`config.mk`:
```
export PLATFORM = sky130hd
export DESIGN_NAME = radix_digit_converter_top
export DESIGN_NICKNAME = d
export VERILOG_FILES = /design/src/hdl/rdc_pkg.sv /design/src/hdl/rdc_divider.sv /design/src/hdl/rdc_digit_stack.sv /design/src/hdl/radix_digit_converter_top.sv
export SDC_FILE = /design/constraint.sdc
export NUM_CORES = 1
export LEC_CHECK = 0
export BUFFER_PORTS_ARGS = -buffer_cell sky130_fd_sc_hd__buf_2
export CORE_ASPECT_RATIO = 0.75
export CORE_UTILIZATION = 57
export CTS_BUF_LIST = sky130_fd_sc_hd__clkbuf_8
export CTS_CLUSTER_DIAMETER = 120
export DETAILED_ROUTE_END_ITERATION = 10
export PLACE_DENSITY = 0.85
export SYNTH_ARGS = -nofsm -noshare
export SYNTH_HDL_FRONTEND = slang
export SYNTH_SLANG_ARGS = --single-unit
```
`constraint.sdc`:
```
create_clock -name clk -period 5.84 [get_ports clk]
set_input_delay 0 -clock clk [delete_from_list [all_inputs] [get_ports clk]]
set_output_delay 0 -clock clk [all_outputs]
set_load 0.02 [all_outputs]
```
`src/hdl/rdc_pkg.sv`:
```
// Shared types, constants and helper functions for the radix digit converter.
// Used by every module in the hdl folder; depends on nothing else.
`timescale 1ns / 1ps

package rdc_pkg;

    // Default sizes, used as the defaults of the top level parameters.
    localparam int STACK_DEPTH_DEF = 32;
    localparam int VALUE_BITS_DEF  = 32;

    // Field widths of the stream items.
    localparam int RADIX_W  = 5;
    localparam int CHAR_W   = 7;
    localparam int STATUS_W = 2;
    localparam int DIGIT_W  = 4;
    localparam int OUT_DATA_W = 8;

    // Quotient bits retired by the shared divider in one cycle.
    localparam int DIV_BITS = 4;

    // Valid radix range.
    localparam logic [RADIX_W-1:0] RADIX_MIN = 5'd2;
    localparam logic [RADIX_W-1:0] RADIX_MAX = 5'd16;

    // Character constants.
    localparam logic [CHAR_W-1:0] CHAR_ZERO = 7'd48;
    localparam logic [CHAR_W-1:0] CHAR_A    = 7'd65;
    localparam logic [DIGIT_W-1:0] DIGIT_TEN = 4'd10;

    // Result status codes.
    typedef enum logic [STATUS_W-1:0] {
        ST_DIGIT    = 2'd0,
        ST_NONPOS   = 2'd1,
        ST_BADRADIX = 2'd2
    } status_t;

    // Sequencer states.
    typedef enum logic [2:0] {
        S_IDLE,
        S_DIV_START,
        S_DIV_WAIT,
        S_POP,
        S_EMIT
    } state_t;

    // Control from the sequencer to the divider, and status back.
    typedef struct packed {
        logic start;
    } div_ctrl_t;

    typedef struct packed {
        logic busy;
        logic done;
    } div_stat_t;

    // ASCII character for one digit: '0'-'9', then 'A'-'F'.
    function automatic logic [CHAR_W-1:0] digit_ascii(input logic [DIGIT_W-1:0] d);
        logic [CHAR_W-1:0] ch;
        if (d >= DIGIT_TEN) begin
            ch = CHAR_A + CHAR_W'(d - DIGIT_TEN);
        end
        else begin
            ch = CHAR_ZERO + CHAR_W'(d);
        end
        return ch;
    endfunction

endpackage

```
`src/hdl/rdc_divider.sv`:
```
// Shared iterative divider: divides the running quotient by the radix,
// DIV_BITS quotient bits per cycle, restoring style. Depends on rdc_pkg.
`timescale 1ns / 1ps

module rdc_divider
    import rdc_pkg::*;
#(
    parameter int QUOT_BITS = VALUE_BITS_DEF - 1
)
(
    input  logic                 clk,
    input  logic                 rst_n,
    input  div_ctrl_t            ctrl,
    input  logic [QUOT_BITS-1:0] dividend,
    input  logic [RADIX_W-1:0]   divisor,
    output div_stat_t            stat,
    output logic [QUOT_BITS-1:0] quotient,
    output logic [DIGIT_W-1:0]   remainder
);

    localparam int STEPS = (QUOT_BITS + DIV_BITS - 1) / DIV_BITS;
    localparam int PW    = STEPS * DIV_BITS;
    localparam int CW    = $clog2(STEPS + 1);

    logic [PW-1:0]      work_reg, work_next;
    logic [RADIX_W-1:0] rem_reg, rem_next;
    logic [CW-1:0]      cnt_reg;
    logic               done_reg;

    // One cycle of the division: DIV_BITS shift-compare-subtract steps.
    // The partial remainder stays below the divisor, so it fits in 4 bits
    // before each shift.
    always_comb
    begin
        logic [RADIX_W-1:0] r;
        logic [PW-1:0]      w;
        r = rem_reg;
        w = work_reg;
        for (int i = 0; i < DIV_BITS; i++)
        begin
            r = {r[RADIX_W-2:0], w[PW-1]};
            w = {w[PW-2:0], 1'b0};
            if (r >= divisor)
            begin
                r    = r - divisor;
                w[0] = 1'b1;
            end
        end
        work_next = w;
        rem_next  = r;
    end

    // Step counter and done pulse.
    always_ff @(posedge clk or negedge rst_n)
    begin
        if (!rst_n)
        begin
            cnt_reg  <= '0;
            done_reg <= 1'b0;
        end
        else if (ctrl.start)
        begin
            cnt_reg  <= CW'(STEPS);
            done_reg <= 1'b0;
        end
        else if (cnt_reg != '0)
        begin
            cnt_reg  <= cnt_reg - 1'b1;
            done_reg <= (cnt_reg == CW'(1));
        end
        else
        begin
            done_reg <= 1'b0;
        end
    end

    // Dividend / quotient shift register and partial remainder.
    always_ff @(posedge clk)
    begin
        if (ctrl.start)
        begin
            work_reg <= PW'(dividend);
            rem_reg  <= '0;
        end
        else if (cnt_reg != '0)
        begin
            work_reg <= work_next;
            rem_reg  <= rem_next;
        end
    end

    assign stat.busy = (cnt_reg != '0);
    assign stat.done = done_reg;
    assign quotient  = work_reg[QUOT_BITS-1:0];
    assign remainder = rem_reg[DIGIT_W-1:0];

endmodule

```
`src/hdl/rdc_digit_stack.sv`:
```
// Digit stack storage: one write port and one read port with registered
// read data. Depends on rdc_pkg.
`timescale 1ns / 1ps

module rdc_digit_stack
    import rdc_pkg::*;
#(
    parameter int DEPTH = STACK_DEPTH_DEF,
    localparam int AW   = $clog2(DEPTH)
)
(
    input  logic               clk,
    input  logic               wr_en,
    input  logic [AW-1:0]      wr_addr,
    input  logic [DIGIT_W-1:0] wr_data,
    input  logic               rd_en,
    input  logic [AW-1:0]      rd_addr,
    output logic [DIGIT_W-1:0] rd_data
);

    logic [DIGIT_W-1:0] mem [DEPTH];
    logic [DIGIT_W-1:0] rd_data_reg;

    // Write port.
    always_ff @(posedge clk)
    begin
        if (wr_en)
        begin
            mem[wr_addr] <= wr_data;
        end
    end

    // Read port, data registered.
    always_ff @(posedge clk)
    begin
        if (rd_en)
        begin
            rd_data_reg <= mem[rd_addr];
        end
    end

    assign rd_data = rd_data_reg;

endmodule

```
`src/hdl/radix_digit_converter_top.sv`:
```
// Top level of the radix digit converter: stream ports, sequencer, output
// register. Instantiates rdc_divider and rdc_digit_stack; depends on rdc_pkg.
`timescale 1ns / 1ps

// The block takes one item (a signed value and a radix) and returns its digits
// in that radix as ASCII characters, most significant first, with tlast on the
// final digit. A radix outside 2..16 gives one result with status 2, and a
// value of zero or less gives one result with status 1; both carry a zero
// character and tlast. One shared divider produces each digit, retiring four
// quotient bits a cycle while it runs; each digit is pushed onto the stack
// memory, and once the quotient reaches zero the digits are read back and
// loaded into the output register one at a time. The block accepts no item
// until the previous item's digits have all been pushed and popped and the
// output register is empty.
module radix_digit_converter_top
    import rdc_pkg::*;
#(
    parameter int STACK_DEPTH = STACK_DEPTH_DEF,
    parameter int VALUE_BITS  = VALUE_BITS_DEF,
    localparam int IN_W = ((VALUE_BITS + RADIX_W + 7) / 8) * 8
)
(
    input  logic                  clk,
    input  logic                  rst_n,
    // Input item.
    input  logic                  s_tvalid,
    output logic                  s_tready,
    input  logic [IN_W-1:0]       s_tdata,   // value, radix, zero fill
    // Result item.
    output logic                  m_tvalid,
    input  logic                  m_tready,
    output logic [OUT_DATA_W-1:0] m_tdata,   // digit_char, zero fill
    output logic [STATUS_W-1:0]   m_tuser,   // status
    output logic                  m_tlast
);

    localparam int QB = VALUE_BITS - 1;
    localparam int AW = $clog2(STACK_DEPTH);
    localparam int TW = $clog2(STACK_DEPTH + 1);
    localparam logic [TW-1:0] DEPTH_T = TW'(STACK_DEPTH);

    state_t              state_reg, state_next;
    logic [QB-1:0]       quot_reg, quot_next;
    logic [RADIX_W-1:0]  radix_reg, radix_next;
    logic [TW-1:0]       top_reg, top_next;
    logic                out_valid_reg, out_valid_next;
    logic [CHAR_W-1:0]   out_char_reg, out_char_next;
    status_t             out_status_reg, out_status_next;
    logic                out_last_reg, out_last_next;

    logic [VALUE_BITS-1:0] in_value;
    logic [RADIX_W-1:0]    in_radix;
    logic                  bad_radix;
    logic                  non_pos;
    logic                  out_free;

    div_ctrl_t          div_ctrl;
    div_stat_t          div_stat;
    logic [QB-1:0]      div_quot;
    logic [DIGIT_W-1:0] div_rem;

    logic               wr_en;
    logic               rd_en;
    logic [TW-1:0]      top_dec;
    logic [DIGIT_W-1:0] rd_data;

    // Input field decode.
    assign in_value  = s_tdata[VALUE_BITS-1:0];
    assign in_radix  = s_tdata[VALUE_BITS +: RADIX_W];
    assign bad_radix = (in_radix < RADIX_MIN) || (in_radix > RADIX_MAX);
    assign non_pos   = in_value[VALUE_BITS-1] || (in_value == '0);
    assign out_free  = !out_valid_reg || m_tready;
    assign top_dec   = top_reg - 1'b1;

    // Shared divider.
    rdc_divider #(
        .QUOT_BITS (QB)
    ) u_divider (
        .clk       (clk),
        .rst_n     (rst_n),
        .ctrl      (div_ctrl),
        .dividend  (quot_reg),
        .divisor   (radix_reg),
        .stat      (div_stat),
        .quotient  (div_quot),
        .remainder (div_rem)
    );

    // Digit stack memory.
    rdc_digit_stack #(
        .DEPTH (STACK_DEPTH)
    ) u_stack (
        .clk     (clk),
        .wr_en   (wr_en),
        .wr_addr (top_reg[AW-1:0]),
        .wr_data (div_rem),
        .rd_en   (rd_en),
        .rd_addr (top_dec[AW-1:0]),
        .rd_data (rd_data)
    );

    // Sequencer state and working registers.
    always_ff @(posedge clk or negedge rst_n)
    begin
        if (!rst_n)
        begin
            state_reg     <= S_IDLE;
            quot_reg      <= '0;
            top_reg       <= '0;
            out_valid_reg <= 1'b0;
        end
        else
        begin
            state_reg     <= state_next;
            quot_reg      <= quot_next;
            top_reg       <= top_next;
            out_valid_reg <= out_valid_next;
        end
    end

    // Payload registers.
    always_ff @(posedge clk)
    begin
        radix_reg      <= radix_next;
        out_char_reg   <= out_char_next;
        out_status_reg <= out_status_next;
        out_last_reg   <= out_last_next;
    end

    // Next state and datapath control.
    always_comb
    begin
        state_next      = state_reg;
        quot_next       = quot_reg;
        radix_next      = radix_reg;
        top_next        = top_reg;
        out_valid_next  = out_valid_reg && !m_tready;
        out_char_next   = out_char_reg;
        out_status_next = out_status_reg;
        out_last_next   = out_last_reg;
        div_ctrl.start  = 1'b0;
        wr_en           = 1'b0;
        rd_en           = 1'b0;
        s_tready        = 1'b0;

        unique case (state_reg)
            S_IDLE:
            begin
                s_tready = !out_valid_reg;
                if (s_tvalid && !out_valid_reg)
                begin
                    if (bad_radix || non_pos)
                    begin
                        // Single status result, radix check first.
                        out_valid_next  = 1'b1;
                        out_char_next   = '0;
                        out_status_next = bad_radix ? ST_BADRADIX : ST_NONPOS;
                        out_last_next   = 1'b1;
                    end
                    else
                    begin
                        quot_next  = in_value[QB-1:0];
                        radix_next = in_radix;
                        top_next   = '0;
                        state_next = S_DIV_START;
                    end
                end
            end

            S_DIV_START:
            begin
                div_ctrl.start = 1'b1;
                state_next     = S_DIV_WAIT;
            end

            S_DIV_WAIT:
            begin
                if (div_stat.done)
                begin
                    // Push the remainder unless the stack is full.
                    if (top_reg < DEPTH_T)
                    begin
                        wr_en    = 1'b1;
                        top_next = top_reg + 1'b1;
                    end
                    quot_next  = div_quot;
                    state_next = (div_quot == '0) ? S_POP : S_DIV_START;
                end
            end

            S_POP:
            begin
                if (out_free)
                begin
                    rd_en      = 1'b1;
                    top_next   = top_dec;
                    state_next = S_EMIT;
                end
            end

            S_EMIT:
            begin
                out_valid_next  = 1'b1;
                out_char_next   = digit_ascii(rd_data);
                out_status_next = ST_DIGIT;
                out_last_next   = (top_reg == '0);
                state_next      = (top_reg == '0) ? S_IDLE : S_POP;
            end

            default:
            begin
                state_next = S_IDLE;
            end
        endcase
    end

    assign m_tvalid = out_valid_reg;
    assign m_tdata  = OUT_DATA_W'(out_char_reg);
    assign m_tuser  = out_status_reg;
    assign m_tlast  = out_last_reg;

    // The divider is idle whenever a new division is started.
    a_div_idle_on_start: assert property (@(posedge clk) disable iff (!rst_n)
        (state_reg == S_DIV_START) |-> !div_stat.busy)
        else $error("divider started while busy");

    // The stack pointer never passes the stack depth.
    a_top_bound: assert property (@(posedge clk) disable iff (!rst_n)
        top_reg <= DEPTH_T)
        else $error("stack pointer beyond depth");

    // A digit is only loaded into an empty output register.
    a_emit_slot_free: assert property (@(posedge clk) disable iff (!rst_n)
        (state_reg == S_EMIT) |-> !out_valid_reg)
        else $error("output register overwritten");

    // Once the final result of an item is shown, the sequencer is idle.
    a_last_idle: assert property (@(posedge clk) disable iff (!rst_n)
        (out_valid_reg && out_last_reg) |-> (state_reg == S_IDLE))
        else $error("final result shown while item still in progress");

    // Status results carry no character and always close the item.
    a_status_form: assert property (@(posedge clk) disable iff (!rst_n)
        (out_valid_reg && (out_status_reg != ST_DIGIT))
            |-> (out_last_reg && (out_char_reg == '0)))
        else $error("malformed status result");

endmodule

```
==> impl_metrics.tcl <==
set metrics [dict create \
    status "completed" \
    nFillCells 1202 \
    timing.slew.headroom_pct 25.3 \
    p_sw_share_pct 39.2 \
    drc 0 \
    cpMostUsedCell "ha_1" \
    min-delay-start "s_tdata[31]" \
    hold_ws_ns 0.107 \
    min_path_type "input pin to flip-flop" \
    ys.warnings.count 0 \
    whs_path_depth 5 \
    mappedNetlistArea_mm2 0.0108 \
    cp_num_buf_inv 0 \
    clockBufferDepth 3 \
    area_growth_syn_to_layout_pct 15.4 \
    intPower_mw 4.60 \
    synth-async-reset-ratio_pct 20.1 \
    worstPathMaxFanout 5 \
    initial_core_util_pct 58.4 \
    grt_first_pass_wirelength_um 39000 \
    reg2reg_from "radix_reg[0]" \
    largest_reg_flops 128 \
    maxCapViolCount 0 \
    grt_max_degree 63 \
    reg2reg_slack_ns 0.31 \
    fin_crit_sh_pct 94.7 \
    diodes 0 \
    clk_pin_slew_ns 0.07 \
    p_clk_share_pct 17.1 \
    hold_viol_final 0 \
    cts_sinks 229 \
    setup-violations-final 0 \
    finalNonFillerCells 1218 \
    die_w_um 161 \
    p_sw_mw 2.97 \
    leakagePower_nw 4.87 \
    cts_buffers 36 \
    dr_total_vias 7527 \
    syn-num-nets 913 \
    drt_iter0_drc 1136 \
    required_ns 6.29 \
    die_area_mm2 0.0195 \
    combPwrFrac_pct 48.5 \
    grt_pass1_vias 7253 \
    root_buffer "clkbuf_8" \
    core-area_mm2 0.0185 \
    critPathKind "flip-flop to flip-flop" \
    synth_ff_type "edfxtp_1" \
    crit_chain "ha_1 -> nand2b_1 -> a211oi_2 -> o21ai_2 -> mux2_2 -> ha_1 -> a21oi_1 -> o21ai_1 -> and4b_1 -> or3_1 -> ha_1 -> a21o_1 -> a31oi_2 -> o21ai_2 -> nor2b_1 -> or2_2 -> ha_1 -> a21o_1 -> a31oi_2 -> o21ai_1 -> or4_1 -> a31oi_1" \
    fin_nets 1023 \
    cpMaxStageDelayCell "or4_1" \
    slew_viol_final 0 \
    drive_gt1_share_pct 18.8 \
    irDropWorstVdd_mv 0.567 \
    overflow 0 \
    r2r_cells 22 \
    num_rows 43 \
    cp-start-kind "flip-flop" \
    power_density_mw_per_mm2 607 \
    fin_skew_ns 0.0326 \
    routed_wl_um 25700 \
    final_util_pct 67.4 \
    wire_per_inst_um 21.1 \
    critPathCaptureType "flip-flop" \
    ys_types 54 \
    clkLatencyLatePin_ns 0.54 \
    min_to "state_reg[0]" \
    cts_tree "done" \
    cp_top_family "compound AO/OA/AOI/OAI gates" \
    ant_nets 0 \
    yosysSeqAreaShare_pct 61.0 \
    grt.total_usage_pct 26.4 \
    antenna_found_initial 0 \
    dp_cells 1111 \
    die_y_um 121 \
    finalPower_mw 7.57 \
    drtPass1Iterations 5 \
    post-route-min-period_ns 5.53 \
    seq_power_share_pct 34.4 \
    io_buffers 52 \
    ys_ff_latch 229 \
    crit_path_max_incr_delay_ns 0.52 \
    synth.avg_cell_area_um2 13.0 \
    worst_r2r_endpoint "u_divider.rem_reg[2]" \
    htree_levels 2 \
    worst_pin_slew_ns 1.12 \
    placed_cell_area_mm2 0.0113 \
    dp_hpwl_um 16100 \
    synth_edf_count 178 \
    pin_count 57 \
    max_freq_ghz 0.181 \
    routabilityCongestion 0.888 \
    synth_cells 834 \
    final_area_mm2 0.0125 \
    via_per_inst 6.18 \
    worstPathArrival_ns 5.98 \
]
[synthesized netlist by cell type, types with 2 or more instances]
cell type	number	area, um2
edfxtp_1	178	5350
nand2_1	111	417
nor2_1	100	375
a21oi_1	56	280
dfrtp_1	46	1150
mux4_2	40	901
mux2i_1	34	340
ha_1	31	388
clkbuf_1	27	101
inv_1	26	97.6
nor4_1	18	113
nand2b_1	14	87.6
xnor2_1	13	114
nor3_1	11	55.1
mux2_2	9	101
nor2b_1	8	50.1
o21ai_0	8	40.0
a21o_1	7	52.6
a31oi_1	6	37.5
and2_1	6	37.5
nand3_1	6	30.0
o21ai_1	6	30.0
o31ai_1	6	45.0
dfxtp_1	5	100
a211oi_1	4	30.0
fa_1	4	80.1
nand3b_1	4	30.0
o21a_1	4	30.0
or3_1	4	25.0
buf_1	3	11.3
buf_2	3	15.0
nand4_1	3	18.8
nor3b_1	3	22.5
o211ai_1	3	22.5
xor2_1	3	26.3
a211o_1	2	17.5
buf_6	2	22.5
o22ai_1	2	12.5
or2_2	2	12.5
or4_1	2	15.0
[logic make-up (layout without fill, tap and decap cells)]
kind of cell	count (synthesis)	count (layout)	synth area share [%]
other	1	1	0.0347
AND/OR/NAND/NOR	295	295	12.2
multiplexers	83	83	12.4
adder cells (fa/ha/maj)	35	35	4.33
flip-flops	229	229	61.0
XOR/XNOR	17	17	1.45
buffers and inverters	62	198	2.36
AO/OA/AOI/OAI	112	113	6.25
[layout by cell type (no fill, tap or decap), types with 9 or more instances in the layout]
cell / netlist / routed
mux2i_1: 34 / 34
a21oi_1: 56 / 55
clkbuf_8: 0 / 43
dfrtp_1: 46 / 45
xnor2_1: 13 / 13
buf_2: 3 / 52
mux4_2: 40 / 40
nor2_1: 100 / 99
nand2_1: 111 / 111
dlygate4sd3_1: 0 / 38
inv_1: 26 / 42
nor3_1: 11 / 11
mux2_2: 9 / 9
edfxtp_1: 178 / 178
ha_1: 31 / 31
buf_4: 1 / 17
nor4_1: 18 / 17
nand2b_1: 14 / 13
[repair_timing]
item	in CTS	in global routing
endpoints found under the hold margin	85	0
buffers inserted	0	3
setup endpoints to repair	0	4
hold buffers	38	0
gates resized for setup	0	9
[cell type report]
type                            instances  area (um2)  share of cell area [%]
Tap cell                              247         309                    2.48
Sequential cell                       229        6600                    52.9
Timing Repair Buffer                  107         768                    6.16
Inverter                               26        97.6                   0.783
Multi-Input combinational cell        544        4010                    32.2
Clock buffer                           43         592                    4.75
Clock inverter                         22        96.3                   0.772
[worst max-delay path by stage]
stage                     cells past startpoint                 start                    to  slack [ns]
final                                        22          radix_reg[0]  u_divider.rem_reg[2]        0.31
after global placement                       21          radix_reg[0]  u_divider.rem_reg[2]        0.33
after global routing                         23          radix_reg[0]  u_divider.rem_reg[2]       -0.04
after detailed placement                     22          radix_reg[0]  u_divider.rem_reg[1]        0.12
after CTS                                    22          radix_reg[0]  u_divider.rem_reg[1]        0.09
after floorplan                              22  u_divider.rem_reg[1]  u_divider.rem_reg[2]        0.32
[metal layers]
| metal | share of wire (%) | wire (um) | global-route usage [%] |
|---|---|---|---|
| met4 | 3.0 | 758 | 9.26 |
| met1 | 40 | 10300 | 37.2 |
| met2 | 46 | 11800 | 40.3 |
| met3 | 11 | 2830 | 6.77 |
| met5 | 0 | 0 | 0 |
[worst reg2reg max path: cells and delay by family (launching register included)]
kind,cells,cell delay [ns]
AND/OR/NAND/NOR,6,1.77
AO/OA/AOI/OAI,11,1.89
flip-flops,1,0.40
multiplexers,1,0.31
adder cells (fa/ha/maj),4,1.09
[power groups by stage]
stage	clock network (mW)	logic [mW]	registers, mW
floorplan	0	2.54	2.57
global placement	0	3.26	2.58
detailed placement	0	3.38	2.60
CTS	1.29	3.42	2.58
global route	1.37	4.00	2.63
finish	1.30	3.67	2.60
[through the flow]
stage	setup TNS, ns	worst slack, ns
after detailed placement	0	0.123
after floorplan	0	0.321
final	0	0.307
after global routing	-0.0548	-0.0420
after CTS	0	0.0937
after global placement	0	0.335
No activity file was read; power rests on OpenSTA's default activity.
